File: config.mk
export PLATFORM = sky130hd
export DESIGN_NAME = nearest_palette_color_search
export DESIGN_NICKNAME = d
export VERILOG_FILES = /design/src/sv/npcs_pkg.sv /design/src/sv/npcs_ram.sv /design/src/sv/npcs_dist.sv /design/src/sv/nearest_palette_color_search.sv
export SDC_FILE = /design/constraint.sdc
export NUM_CORES = 1
export LEC_CHECK = 0
export BUFFER_PORTS_ARGS = -buffer_cell sky130_fd_sc_hd__buf_2
export CORE_MARGIN = 10
export CORE_UTILIZATION = 65
export CTS_BUF_LIST = sky130_fd_sc_hd__clkbuf_8
export CTS_CLUSTER_SIZE = 24
export DETAILED_ROUTE_END_ITERATION = 8
export PLACE_DENSITY_LB_ADDON = 0.05
export SYNTH_ARGS = -nofsm -noshare
export SYNTH_HDL_FRONTEND = slang
export SYNTH_SLANG_ARGS = --single-unit
File: constraint.sdc
create_clock -name clk -period 8.5 [get_ports clk]
set_clock_uncertainty 0.05 [all_clocks]
set_input_delay 1.275 -clock clk [delete_from_list [all_inputs] [get_ports clk]]
set_output_delay 1.275 -clock clk [all_outputs]
set_load 0.02 [all_outputs]
File: src/sv/npcs_pkg.sv
// shared types and constants for the nearest palette color search block
// no dependencies; imported by npcs_dist, npcs_ram users and the top level
`default_nettype none

package npcs_pkg;

  localparam int COUNT_W    = 6;
  localparam int DIST_W     = 12;
  localparam int CFG_IDX_W  = 2;
  localparam int CFG_DATA_W = 8;

  localparam logic [COUNT_W-1:0] COUNT_RESET = 6'd32;
  localparam logic [DIST_W-1:0]  DIST_START  = 12'hFFF;

  localparam logic CMD_WRITE  = 1'b0;
  localparam logic CMD_LOOKUP = 1'b1;

  localparam logic MODE_WEIGHTED = 1'b0;
  localparam logic MODE_PLAIN    = 1'b1;

  localparam logic [CFG_IDX_W-1:0] REG_PALETTE_COUNT = 2'd0;
  localparam logic [CFG_IDX_W-1:0] REG_DISTANCE_MODE = 2'd1;

  typedef struct packed {
    logic [7:0] blue;
    logic [7:0] green;
    logic [7:0] red;
  } rgb_t;

  // stored palette word: alpha 31..24, blue 23..16, green 15..8, red 7..0
  typedef struct packed {
    logic [7:0] alpha;
    rgb_t       color;
  } pal_word_t;

  typedef struct packed {
    logic       command;
    logic [4:0] entry_index;
    logic [7:0] red;
    logic [7:0] green;
    logic [7:0] blue;
    logic [7:0] alpha;
  } in_item_t;

  typedef struct packed {
    logic [4:0]        best_index;
    logic [7:0]        best_red;
    logic [7:0]        best_green;
    logic [7:0]        best_blue;
    logic [7:0]        best_alpha;
    logic [DIST_W-1:0] best_distance;
  } out_item_t;

  typedef enum logic [1:0] {
    ST_IDLE,
    ST_SCAN,
    ST_DRAIN
  } state_t;

endpackage

`default_nettype wire

File: src/sv/npcs_ram.sv
// generic single-clock ram, one write port and one registered read port
// no dependencies
`default_nettype none

module npcs_ram #(
  parameter int WIDTH = 32,
  parameter int DEPTH = 32
) (
  input  wire logic                     clk,
  input  wire logic                     wr_en,
  input  wire logic [$clog2(DEPTH)-1:0] wr_addr,
  input  wire logic [WIDTH-1:0]         wr_data,
  input  wire logic                     rd_en,
  input  wire logic [$clog2(DEPTH)-1:0] rd_addr,
  output logic      [WIDTH-1:0]         rd_data
);

  logic [WIDTH-1:0] mem [DEPTH];

  always_ff @(posedge clk) begin
    if (wr_en) begin
      mem[wr_addr] <= wr_data;
    end
    if (rd_en) begin
      rd_data <= mem[rd_addr];
    end
  end

endmodule

`default_nettype wire

File: src/sv/npcs_dist.sv
// manhattan color distance, weighted 3/4/2 or plain
// depends on npcs_pkg
`default_nettype none

module npcs_dist (
  input  wire npcs_pkg::rgb_t              pixel,
  input  wire npcs_pkg::rgb_t              entry,
  input  wire logic                        mode,
  output logic [npcs_pkg::DIST_W-1:0]      distance
);

  import npcs_pkg::*;

  logic [7:0] dr, dg, db;

  always_comb begin
    dr = (pixel.red   > entry.red)   ? pixel.red   - entry.red   : entry.red   - pixel.red;
    dg = (pixel.green > entry.green) ? pixel.green - entry.green : entry.green - pixel.green;
    db = (pixel.blue  > entry.blue)  ? pixel.blue  - entry.blue  : entry.blue  - pixel.blue;
    if (mode == MODE_PLAIN) begin
      distance = DIST_W'(dr) + DIST_W'(dg) + DIST_W'(db);
    end else begin
      // 3*dr + 4*dg + 2*db, at most 2295
      distance = (DIST_W'(dr) << 1) + DIST_W'(dr) + (DIST_W'(dg) << 2) + (DIST_W'(db) << 1);
    end
  end

endmodule

`default_nettype wire

File: src/sv/nearest_palette_color_search.sv
// top level of the nearest palette color search block
// depends on npcs_pkg, npcs_ram and npcs_dist
`default_nettype none

// Palette lookup engine. An item with command write stores one RGBA entry in
// the palette ram and gives no result; busy stays low. A lookup item raises
// busy and scans entries 0 .. n-1, n being palette_count clipped to
// PALETTE_ENTRIES (at least entry 0 is read when the count is zero), one ram
// read per cycle. The single read port of the palette ram sets the pace: a
// lookup runs from acceptance through the scan and a drain state to the
// registered out_valid strobe. The result shows for exactly one cycle on
// out_data with out_valid high; there is no backpressure, so capture it then.
// A new item may be started in the same cycle as that strobe. Ties go to the
// lowest index. With a count of zero the result is entry 0 with distance
// 4095. Writes to an entry index at or beyond PALETTE_ENTRIES are dropped.
// Configuration writes are always taken and should only be issued while busy
// is low; index 0 is palette_count, index 1 distance_mode, others ignored.
module nearest_palette_color_search #(
  parameter int PALETTE_ENTRIES = 32
) (
  input  wire logic                              clk,
  input  wire logic                              rst_n,
  // item input
  input  wire logic                              start,
  output logic                                   busy,
  input  wire npcs_pkg::in_item_t                in_data,
  // result output
  output logic                                   out_valid,
  output npcs_pkg::out_item_t                    out_data,
  // configuration write
  input  wire logic                              cfg_valid,
  output logic                                   cfg_ready,
  input  wire logic [npcs_pkg::CFG_IDX_W-1:0]    cfg_index,
  input  wire logic [npcs_pkg::CFG_DATA_W-1:0]   cfg_data
);

  import npcs_pkg::*;

  localparam int AW = $clog2(PALETTE_ENTRIES);
  // wide enough for the count register and for PALETTE_ENTRIES itself
  localparam int CW = ($clog2(PALETTE_ENTRIES + 1) > COUNT_W) ?
                      $clog2(PALETTE_ENTRIES + 1) : COUNT_W;

  // configuration registers
  logic [COUNT_W-1:0] palette_count_r;
  logic               distance_mode_r;

  // scan control
  state_t             state_r, state_nxt;
  logic [AW-1:0]      rd_addr_r, rd_addr_nxt;
  logic [AW-1:0]      scan_last_r;
  logic               count_zero_r;
  rgb_t               pix_r;
  logic               rd_en;

  // compare stage, working in the cycle after the ram address
  logic               rd_vld_r;
  logic [AW-1:0]      rd_idx_r;
  pal_word_t          rd_word;
  logic [DIST_W-1:0]  entry_dist;

  logic [AW-1:0]      best_idx_r, best_idx_nxt;
  logic [DIST_W-1:0]  best_dist_r, best_dist_nxt;
  pal_word_t          best_word_r, best_word_nxt;

  // result register
  logic               out_valid_r;
  out_item_t          out_item_r;

  // accept decode
  logic               accept;
  logic               wr_en;
  logic [CW-1:0]      cnt_ext;
  logic [CW-1:0]      cnt_eff;
  pal_word_t          wr_word;

  assign busy      = (state_r != ST_IDLE);
  assign accept    = start && !busy;
  assign cfg_ready = 1'b1;
  assign out_valid = out_valid_r;
  assign out_data  = out_item_r;

  // palette write, dropped when the index lies beyond the ram
  assign wr_en = accept && (in_data.command == CMD_WRITE) &&
                 (CW'(in_data.entry_index) < CW'(PALETTE_ENTRIES));

  always_comb begin
    wr_word.alpha       = in_data.alpha;
    wr_word.color.blue  = in_data.blue;
    wr_word.color.green = in_data.green;
    wr_word.color.red   = in_data.red;
  end

  // effective count, clipped to the ram depth
  always_comb begin
    cnt_ext = CW'(palette_count_r);
    cnt_eff = (cnt_ext > CW'(PALETTE_ENTRIES)) ? CW'(PALETTE_ENTRIES) : cnt_ext;
  end

  npcs_ram #(
    .WIDTH ($bits(pal_word_t)),
    .DEPTH (PALETTE_ENTRIES)
  ) u_palette (
    .clk     (clk),
    .wr_en   (wr_en),
    .wr_addr (AW'(in_data.entry_index)),
    .wr_data (wr_word),
    .rd_en   (rd_en),
    .rd_addr (rd_addr_r),
    .rd_data (rd_word)
  );

  npcs_dist u_dist (
    .pixel    (pix_r),
    .entry    (rd_word.color),
    .mode     (distance_mode_r),
    .distance (entry_dist)
  );

  // configuration port
  always_ff @(posedge clk) begin
    if (!rst_n) begin
      palette_count_r <= COUNT_RESET;
      distance_mode_r <= MODE_WEIGHTED;
    end else if (cfg_valid && cfg_ready) begin
      unique case (cfg_index)
        REG_PALETTE_COUNT: palette_count_r <= cfg_data[COUNT_W-1:0];
        REG_DISTANCE_MODE: distance_mode_r <= cfg_data[0];
        default: ;
      endcase
    end
  end

  // scan sequencer: one ram read per cycle, then a drain state for the last compare
  always_comb begin
    state_nxt   = state_r;
    rd_addr_nxt = rd_addr_r;
    rd_en       = 1'b0;
    unique case (state_r)
      ST_IDLE: begin
        rd_addr_nxt = '0;
        if (accept && (in_data.command == CMD_LOOKUP)) begin
          state_nxt = ST_SCAN;
        end
      end
      ST_SCAN: begin
        rd_en = 1'b1;
        if (rd_addr_r == scan_last_r) begin
          state_nxt = ST_DRAIN;
        end else begin
          rd_addr_nxt = rd_addr_r + 1'b1;
        end
      end
      ST_DRAIN: begin
        state_nxt = ST_IDLE;
      end
      default: begin
        state_nxt = ST_IDLE;
      end
    endcase
  end

  always_ff @(posedge clk) begin
    if (!rst_n) begin
      state_r   <= ST_IDLE;
      rd_addr_r <= '0;
      rd_vld_r  <= 1'b0;
    end else begin
      state_r   <= state_nxt;
      rd_addr_r <= rd_addr_nxt;
      rd_vld_r  <= rd_en;
    end
  end

  // lookup operands latched on acceptance
  always_ff @(posedge clk) begin
    if (accept && (in_data.command == CMD_LOOKUP)) begin
      pix_r.red    <= in_data.red;
      pix_r.green  <= in_data.green;
      pix_r.blue   <= in_data.blue;
      count_zero_r <= (cnt_eff == '0);
      scan_last_r  <= (cnt_eff == '0) ? '0 : AW'(cnt_eff - 1'b1);
    end
    rd_idx_r <= rd_addr_r;
  end

  // running minimum; entry 0 always seeds it, strict compare keeps lowest index
  always_comb begin
    best_idx_nxt  = best_idx_r;
    best_dist_nxt = best_dist_r;
    best_word_nxt = best_word_r;
    if (rd_vld_r && ((rd_idx_r == '0) || (entry_dist < best_dist_r))) begin
      best_idx_nxt  = rd_idx_r;
      best_word_nxt = rd_word;
      // empty search keeps the start distance but still reports entry 0
      best_dist_nxt = ((rd_idx_r == '0) && count_zero_r) ? DIST_START : entry_dist;
    end
  end

  always_ff @(posedge clk) begin
    best_idx_r  <= best_idx_nxt;
    best_dist_r <= best_dist_nxt;
    best_word_r <= best_word_nxt;
  end

  // result register, loaded as the last compare lands
  always_ff @(posedge clk) begin
    if (!rst_n) begin
      out_valid_r <= 1'b0;
    end else begin
      out_valid_r <= (state_r == ST_DRAIN);
    end
  end

  always_ff @(posedge clk) begin
    if (state_r == ST_DRAIN) begin
      out_item_r.best_index    <= 5'(best_idx_nxt);
      out_item_r.best_red      <= best_word_nxt.color.red;
      out_item_r.best_green    <= best_word_nxt.color.green;
      out_item_r.best_blue     <= best_word_nxt.color.blue;
      out_item_r.best_alpha    <= best_word_nxt.alpha;
      out_item_r.best_distance <= best_dist_nxt;
    end
  end

`ifndef NO_ASSERTIONS
  // a result only ever follows the drain cycle of a scan
  a_result_after_drain: assert property (@(posedge clk) disable iff (!rst_n)
    out_valid |-> $past(state_r == ST_DRAIN))
    else $error("result strobe without a finished scan");

  // the read address never runs past the last entry of the scan
  a_addr_in_range: assert property (@(posedge clk) disable iff (!rst_n)
    (state_r == ST_SCAN) |-> (rd_addr_r <= scan_last_r))
    else $error("scan address beyond the searched range");

  // an accepted lookup starts a scan in the next cycle
  a_lookup_starts_scan: assert property (@(posedge clk) disable iff (!rst_n)
    (start && !busy && (in_data.command == CMD_LOOKUP)) |=> (state_r == ST_SCAN))
    else $error("accepted lookup did not start a scan");

  // ram reads happen only while scanning, and never alongside a palette write
  a_no_read_write_overlap: assert property (@(posedge clk) disable iff (!rst_n)
    rd_en |-> !wr_en)
    else $error("palette read and write in the same cycle");
`endif

endmodule

`default_nettype wire
==> impl_metrics.csv, run 1 <==
group,metric,value,unit
floorplan,die_w,293,um
grt,grt_pass1_wl,160,mm
min_path,holdPathStages,1,
synthesis,ys.flop_type,"edfxtp_1",
layout,post-route-util,72.6,%
setup_path,critPathMaxFanout,34,
min_path,hp-class,"flop to flop",
setup_path,slowest_delay,0.53,ns
setup_path,worstSetupEndpointType,"flop",
setup_path,cp.arrival,8.44,ns
power,p_leak,17.7,nW
synthesis,synth-seq-area-share,73.2,%
setup_path,worstReg2RegEnd,"out_data[7]",
place,place_hpwl,61.7,mm
clocking,clkLatencyLatePin,0.83,ns
sta,finalCriticalPeriod,7.95,ns
clocking,clk_path_buf_depth,3,
power,worst_ir_drop_vdd,0.191,mV
detailed_routing,detailedRoute.firstIterationViolations,2432,
clocking,numClockSinks,1205,
detailed_routing,first_pass_iters,5,
clocking,cts_buffers,183,
power,power.density,241,mW/mm^2
floorplan,die-area,0.0859,mm^2
clocking,h-tree-depth,4,
sta,rsz0062_at_grt,"no",
setup_path,reg2reg_slack,0.55,ns
grt,grt.total_usage,26.0,%
setup_path,cpMostUsedCell,"ha_1",
grt,grt.overflow.total,0,
sta,timing.fmax,126,MHz
min_path,min_from,"best_word_r[1]",
clocking,holdBufCountCts,0,
grt,grt_max_degree,102,
layout,syn2layout_area_growth,11.2,%
detailed_routing,wl_per_cell,29.5,um
setup_path,cp.depth,32,
detailed_routing,wirelength,109,mm
sta,relSlewSlack,29.4,%
sta,setup_violations,0,
setup_path,path_buf_inv,3,
sta,slew_viol_final,0,
synthesis,ys_async_sr_fraction,0,%
grt,grt_pass1_vias,24773,
synthesis,syn_avg_cell_area,20.7,um^2
synthesis,netlist_area,0.0484,mm^2
sta,finalHoldViolations,0,
synthesis,synth_nets,2496,
floorplan,core-area,0.0742,mm^2
clocking,postCtsResizedCells,0,
setup_path,critical_path_class,"flop to flop",
layout,layout-drive-gt1-share,30.3,%
outcome,status,"completed",
place,gp_congestion,0.828,
power,power,0.0130,W
setup_path,rr_startpoint,"pix_r[8]",
layout,register_area,0.0355,mm^2
grt,antenna_found_initial,6,
floorplan,rows,100,
detailed_routing,vias,23820,
clocking,clk_pin_slew_worst_paths,0.06,ns
place,io_buffers,100,
synthesis,yosys_warnings,0,
place,dp.cells,3355,
synthesis,ys_types,67,
sta,tightest_slew,1.06,ns
synthesis,synth-seq-cells,1205,
detailed_routing,viasPerCell,6.45,
clocking,cts_tree,"yes",
layout,fin_cells,3691,
sta,hold_ws,0.422,ns
synthesis,synth_edf_count,1135,
sta,period_share,93.5,%
min_path,holdPathEnd,"best_word_r[1]",
setup_path,slowest_stage,"o21ai_2",
sta,tns,0,ns
detailed_routing,drt.antenna.violating_nets,0,
run,cap_violations,0,
layout,fin_nets,2730,
layout,fillers,4326,
floorplan,num_io_pins,104,
clocking,root_buffer,"clkbuf_8",
synthesis,syn_inst,2337,
setup_path,cp_data_required_time,8.99,ns
setup_path,r2r_cells,32,
clocking,cts_setup_buffers,0,
layout,multi_input_area,0.0124,mm^2
detailed_routing,drc_errors,0,
floorplan,dieHeight,293,um
floorplan,start_util,65.3,%
setup_path,start_kind,"flop",
setup_path,cp_top_family,"compound AO/OA/AOI/OAI gates",
## registers in the layout, indices dropped and copies added (netlist names), 2 cells and up
| signal | flops |
|---|---|
| best_dist_r | 12 |
| best_idx_r | 5 |
| best_word_r | 32 |
| cnt_ext | 6 |
| out_data | 49 |
| pix_r | 24 |
| rd_addr_r | 5 |
| rd_idx_r | 5 |
| scan_last_r | 5 |
| state_r | 2 |
| u_palette.mem | 1024 |
| u_palette.rd_data | 32 |
## cells in the final DEF (no fill, tap or decap), drive strengths merged, types with 6 or more instances in the layout
cell | synthesis | final
a21o | 19 | 19
a21oi | 55 | 55
and2 | 6 | 6
buf | 35 | 150
clkbuf | 66 | 194
clkinv | 0 | 65
dfxtp | 70 | 70
diode | 0 | 8
edfxtp | 1135 | 1135
fa | 14 | 14
ha | 93 | 93
inv | 101 | 164
mux2 | 73 | 73
mux2i | 27 | 27
mux4 | 320 | 320
nand2 | 38 | 38
nand3 | 7 | 7
nand4 | 10 | 10
nor2 | 72 | 72
nor2b | 18 | 18
o21ai | 32 | 32
o21bai | 15 | 15
xnor2 | 35 | 35
xor2 | 20 | 20
## metrics by stage
| stage | setup slack, ns | cell area, um^2 |
|---|---|---|
| after detailed placement | 0.630 | 50500 |
| after floorplan | 1.78 | 48400 |
| after CTS | 0.572 | 53800 |
| after global routing | 0.0354 | 53800 |
| after global placement | 0.736 | 50500 |
| final | 0.552 | 53900 |
## per-layer routing
layer	share of wire [%]	vias to the layer above	global-route usage (%)
li1	-	10023	-
met1	38	12353	35.4
met2	49	1226	40.8
met3	9.1	218	5.64
met4	3.6	0	11.0
met5	0	-	0
## cell usage after synthesis (all sizes together) (3+ instances only)
cell | count | area share, %
o21bai | 15 | 0.23
a31oi | 5 | 0.065
o211ai | 5 | 0.077
fa | 14 | 0.58
a21o | 19 | 0.29
and2 | 6 | 0.080
xnor2 | 35 | 0.63
xor2 | 20 | 0.36
and3 | 3 | 0.039
nand4 | 10 | 0.13
dfxtp | 70 | 2.9
a221oi | 4 | 0.085
o21a | 3 | 0.046
nand2 | 38 | 0.29
o21ai | 32 | 0.35
inv | 101 | 0.78
nor2 | 72 | 0.56
buf | 35 | 0.33
edfxtp | 1135 | 70
nand3 | 7 | 0.072
nor3b | 3 | 0.046
nor3 | 5 | 0.052
a21boi | 4 | 0.062
a21oi | 55 | 0.58
mux2i | 27 | 0.56
ha | 93 | 2.4
mux4 | 320 | 15
a211oi | 5 | 0.077
mux2 | 73 | 1.7
nor2b | 18 | 0.23
nand2b | 5 | 0.065
o22a | 3 | 0.054
clkbuf | 66 | 0.51
## cell type report
| class | instances | area share [%] |
|---|---|---|
| tap | 969 | 2.25 |
| inverter | 101 | 0.704 |
| clock buffer | 194 | 4.96 |
| timing repair buffer | 150 | 1.72 |
| clock inverter | 134 | 1.32 |
| antenna | 8 | 0.0372 |
| sequential | 1205 | 65.9 |
| multi-input combinational | 930 | 23.1 |
## kinds of logic (layout without fill, tap and decap cells)
family,Yosys count,after routing,share of synthesized area (%)
other,1,9,0.00774
buffers and inverters,202,579,1.62
and+or+nand+nor,180,180,1.77
AOI/OAI and AO/OA,166,166,2.23
xor gates and xnor gates,55,55,0.994
adders and majority gates,108,108,3.00
DFF,1205,1205,73.2
muxes,420,420,17.1
## where the power goes
group	switching [W]	internal, W	total, W
Clock	0.00217	0.00223	0.00440
Combinational	0.00109	0.000794	0.00189
Sequential	0.0000446	0.00664	0.00668
## worst reg2reg max path, delay by kind of cell, from the launching register on
kind	cells	cell delay, ns
flops	1	0.41
fa+ha+maj	6	2.03
buf+inv	3	0.38
compound gates	16	3.59
xor+xnor	2	0.46
simple gates	4	0.50
mux	1	0.26
## worst max-delay path by stage
| stage | startpoint | end | slack, ns |
|---|---|---|---|
| finish | pix_r[8] | out_data[7] | 0.55 |
| global route | pix_r[8] | out_data[7] | 0.04 |
| CTS | pix_r[8] | out_data[7] | 0.57 |
| detailed placement | pix_r[8] | out_data[7] | 0.63 |
| global placement | pix_r[0] | out_data[10] | 0.74 |
| floorplan | pix_r[0] | out_data[12] | 1.78 |
Power figures use the tool's default switching activity.
==> run 2, diff against run 1 <==
- CORE_UTILIZATION: 65 -> 50
==> impl_metrics.csv, run 2 (synthesis gave the netlist of run 1 again) <==
group,metric,value,unit
sta,setup_violations,0,
sta,rsz0062_at_grt,"no",
setup_path,cp.arrival,8.25,ns
power,worst_ir_drop_vdd,0.135,mV
grt,grt.total_usage,21.4,%
place,place_hpwl,63.6,mm
detailed_routing,drc_errors,0,
grt,antenna_found_initial,4,
detailed_routing,wl_per_cell,29.3,um
clocking,cts_tree,"yes",
grt,grt_pass1_vias,24767,
setup_path,start_kind,"flop",
floorplan,rows,114,
detailed_routing,viasPerCell,5.88,
sta,tightest_slew,1.12,ns
floorplan,num_io_pins,104,
outcome,status,"completed",
floorplan,die_w,331,um
clocking,clk_path_buf_depth,3,
power,power.density,242,mW/mm^2
grt,grt.overflow.total,0,
detailed_routing,wirelength,118,mm
layout,final_common_cell,"edfxtp_1",
setup_path,worstSetupEndpointType,"flop",
layout,syn2layout_area_growth,12.4,%
grt,grt_max_degree,128,
place,gp_congestion,0.778,
sta,finalHoldViolations,0,
layout,regMostFlops,"u_palette.mem",
clocking,cts_buffers,193,
setup_path,critPathMaxFanout,45,
layout,fillers,7378,
setup_path,slowest_delay,0.53,ns
min_path,holdPathStages,1,
layout,register_area,0.0355,mm^2
grt,grt_pass1_wl,172,mm
sta,finalCriticalPeriod,7.70,ns
setup_path,r2r_cells,30,
detailed_routing,detailedRoute.firstIterationViolations,1927,
setup_path,critical_path_class,"flop to flop",
sta,slew_viol_final,0,
layout,final_cell_mix,"edfxtp_1 (1135), mux4_2 (320), clkbuf_8 (211), inv_1 (164), buf_2 (100)",
layout,largest_reg_flops,1024,
layout,multi_input_area,0.0124,mm^2
clocking,root_buffer,"clkbuf_8",
detailed_routing,first_pass_iters,7,
min_path,hp-class,"flop to flop",
clocking,clkLatencyLatePin,0.85,ns
power,p_leak,17.9,nW
run,cap_violations,0,
setup_path,cpMostUsedCell,"a21oi_1",
sta,timing.fmax,130,MHz
floorplan,core-area,0.0964,mm^2
layout,post-route-util,56.5,%
clocking,postCtsResizedCells,0,
place,io_buffers,100,
setup_path,slowest_stage,"xnor2_1",
floorplan,dieHeight,331,um
clocking,cts_setup_buffers,0,
clocking,h-tree-depth,4,
clocking,holdBufCountCts,0,
floorplan,die-area,0.110,mm^2
sta,tns,0,ns
clocking,clk_pin_slew_worst_paths,0.07,ns
detailed_routing,vias,23600,
layout,layout-drive-gt1-share,31.2,%
setup_path,cp_data_required_time,9.04,ns
floorplan,start_util,50.2,%
layout,fin_nets,2742,
sta,relSlewSlack,25.3,%
clocking,numClockSinks,1205,
sta,period_share,90.6,%
detailed_routing,drt.antenna.violating_nets,0,
==> run 2: path summary, 6_finish.rpt <==
path,startpoint,to,slack [ns]
max,u_palette.rd_data[3],out_data[27],0.80
min,best_word_r[9],best_word_r[9],0.42
max reg2reg,u_palette.rd_data[3],out_data[27],0.80
min reg2reg,best_word_r[9],best_word_r[9],0.42
==> run 2: critical path, delay by kind of cell (launching register included) <==
kind / cells / cell delay [ns]
buffers and inverters: 4 / 0.65
xor gates and xnor gates: 3 / 0.79
muxes: 2 / 0.56
AOI/OAI and AO/OA: 15 / 2.93
and+or+nand+nor: 1 / 0.07
adders and majority gates: 5 / 1.86
DFF: 1 / 0.47
==> run 2: layout make-up <==
type | instances | area share [%]
Multi-Input combinational cell | 930 | 22.8
Tap cell | 1276 | 2.93
Clock inverter | 136 | 1.26
Timing Repair Buffer | 152 | 1.73
Inverter | 101 | 0.696
Sequential cell | 1205 | 65.2
Antenna cell | 1 | 0.00460
Clock buffer | 211 | 5.33
==> run 2: layer usage <==
layer	up-vias	global-route usage, %	share of wire, %
li1	10062	-	-
met1	12628	28.3	41
met2	739	36.3	52
met3	169	3.78	5.4
met4	2	6.06	1.9
met5	-	0	0.011
==> run 2: power breakdown <==
part	switching (W)	internal, W	total, W
Clock	0.00226	0.00235	0.00461
Sequential	0.0000435	0.00664	0.00668
Combinational	0.00109	0.000793	0.00188
==> run 2: per-stage QoR <==
stage | hold WS [ns] | cells | cell area [um^2] | total power, W | worst slack, ns
after detailed placement | 0.412 | 3664 | 50900 | 0.00869 | 0.825
after floorplan | 0.279 | 2337 | 48400 | 0.00816 | 1.78
after global placement | 0.407 | 3664 | 50900 | 0.00865 | 0.857
after global routing | 0.433 | 4012 | 54400 | 0.0138 | 0.256
after CTS | 0.426 | 4011 | 54400 | 0.0133 | 0.775
final | 0.423 | 4012 | 54400 | 0.0132 | 0.797
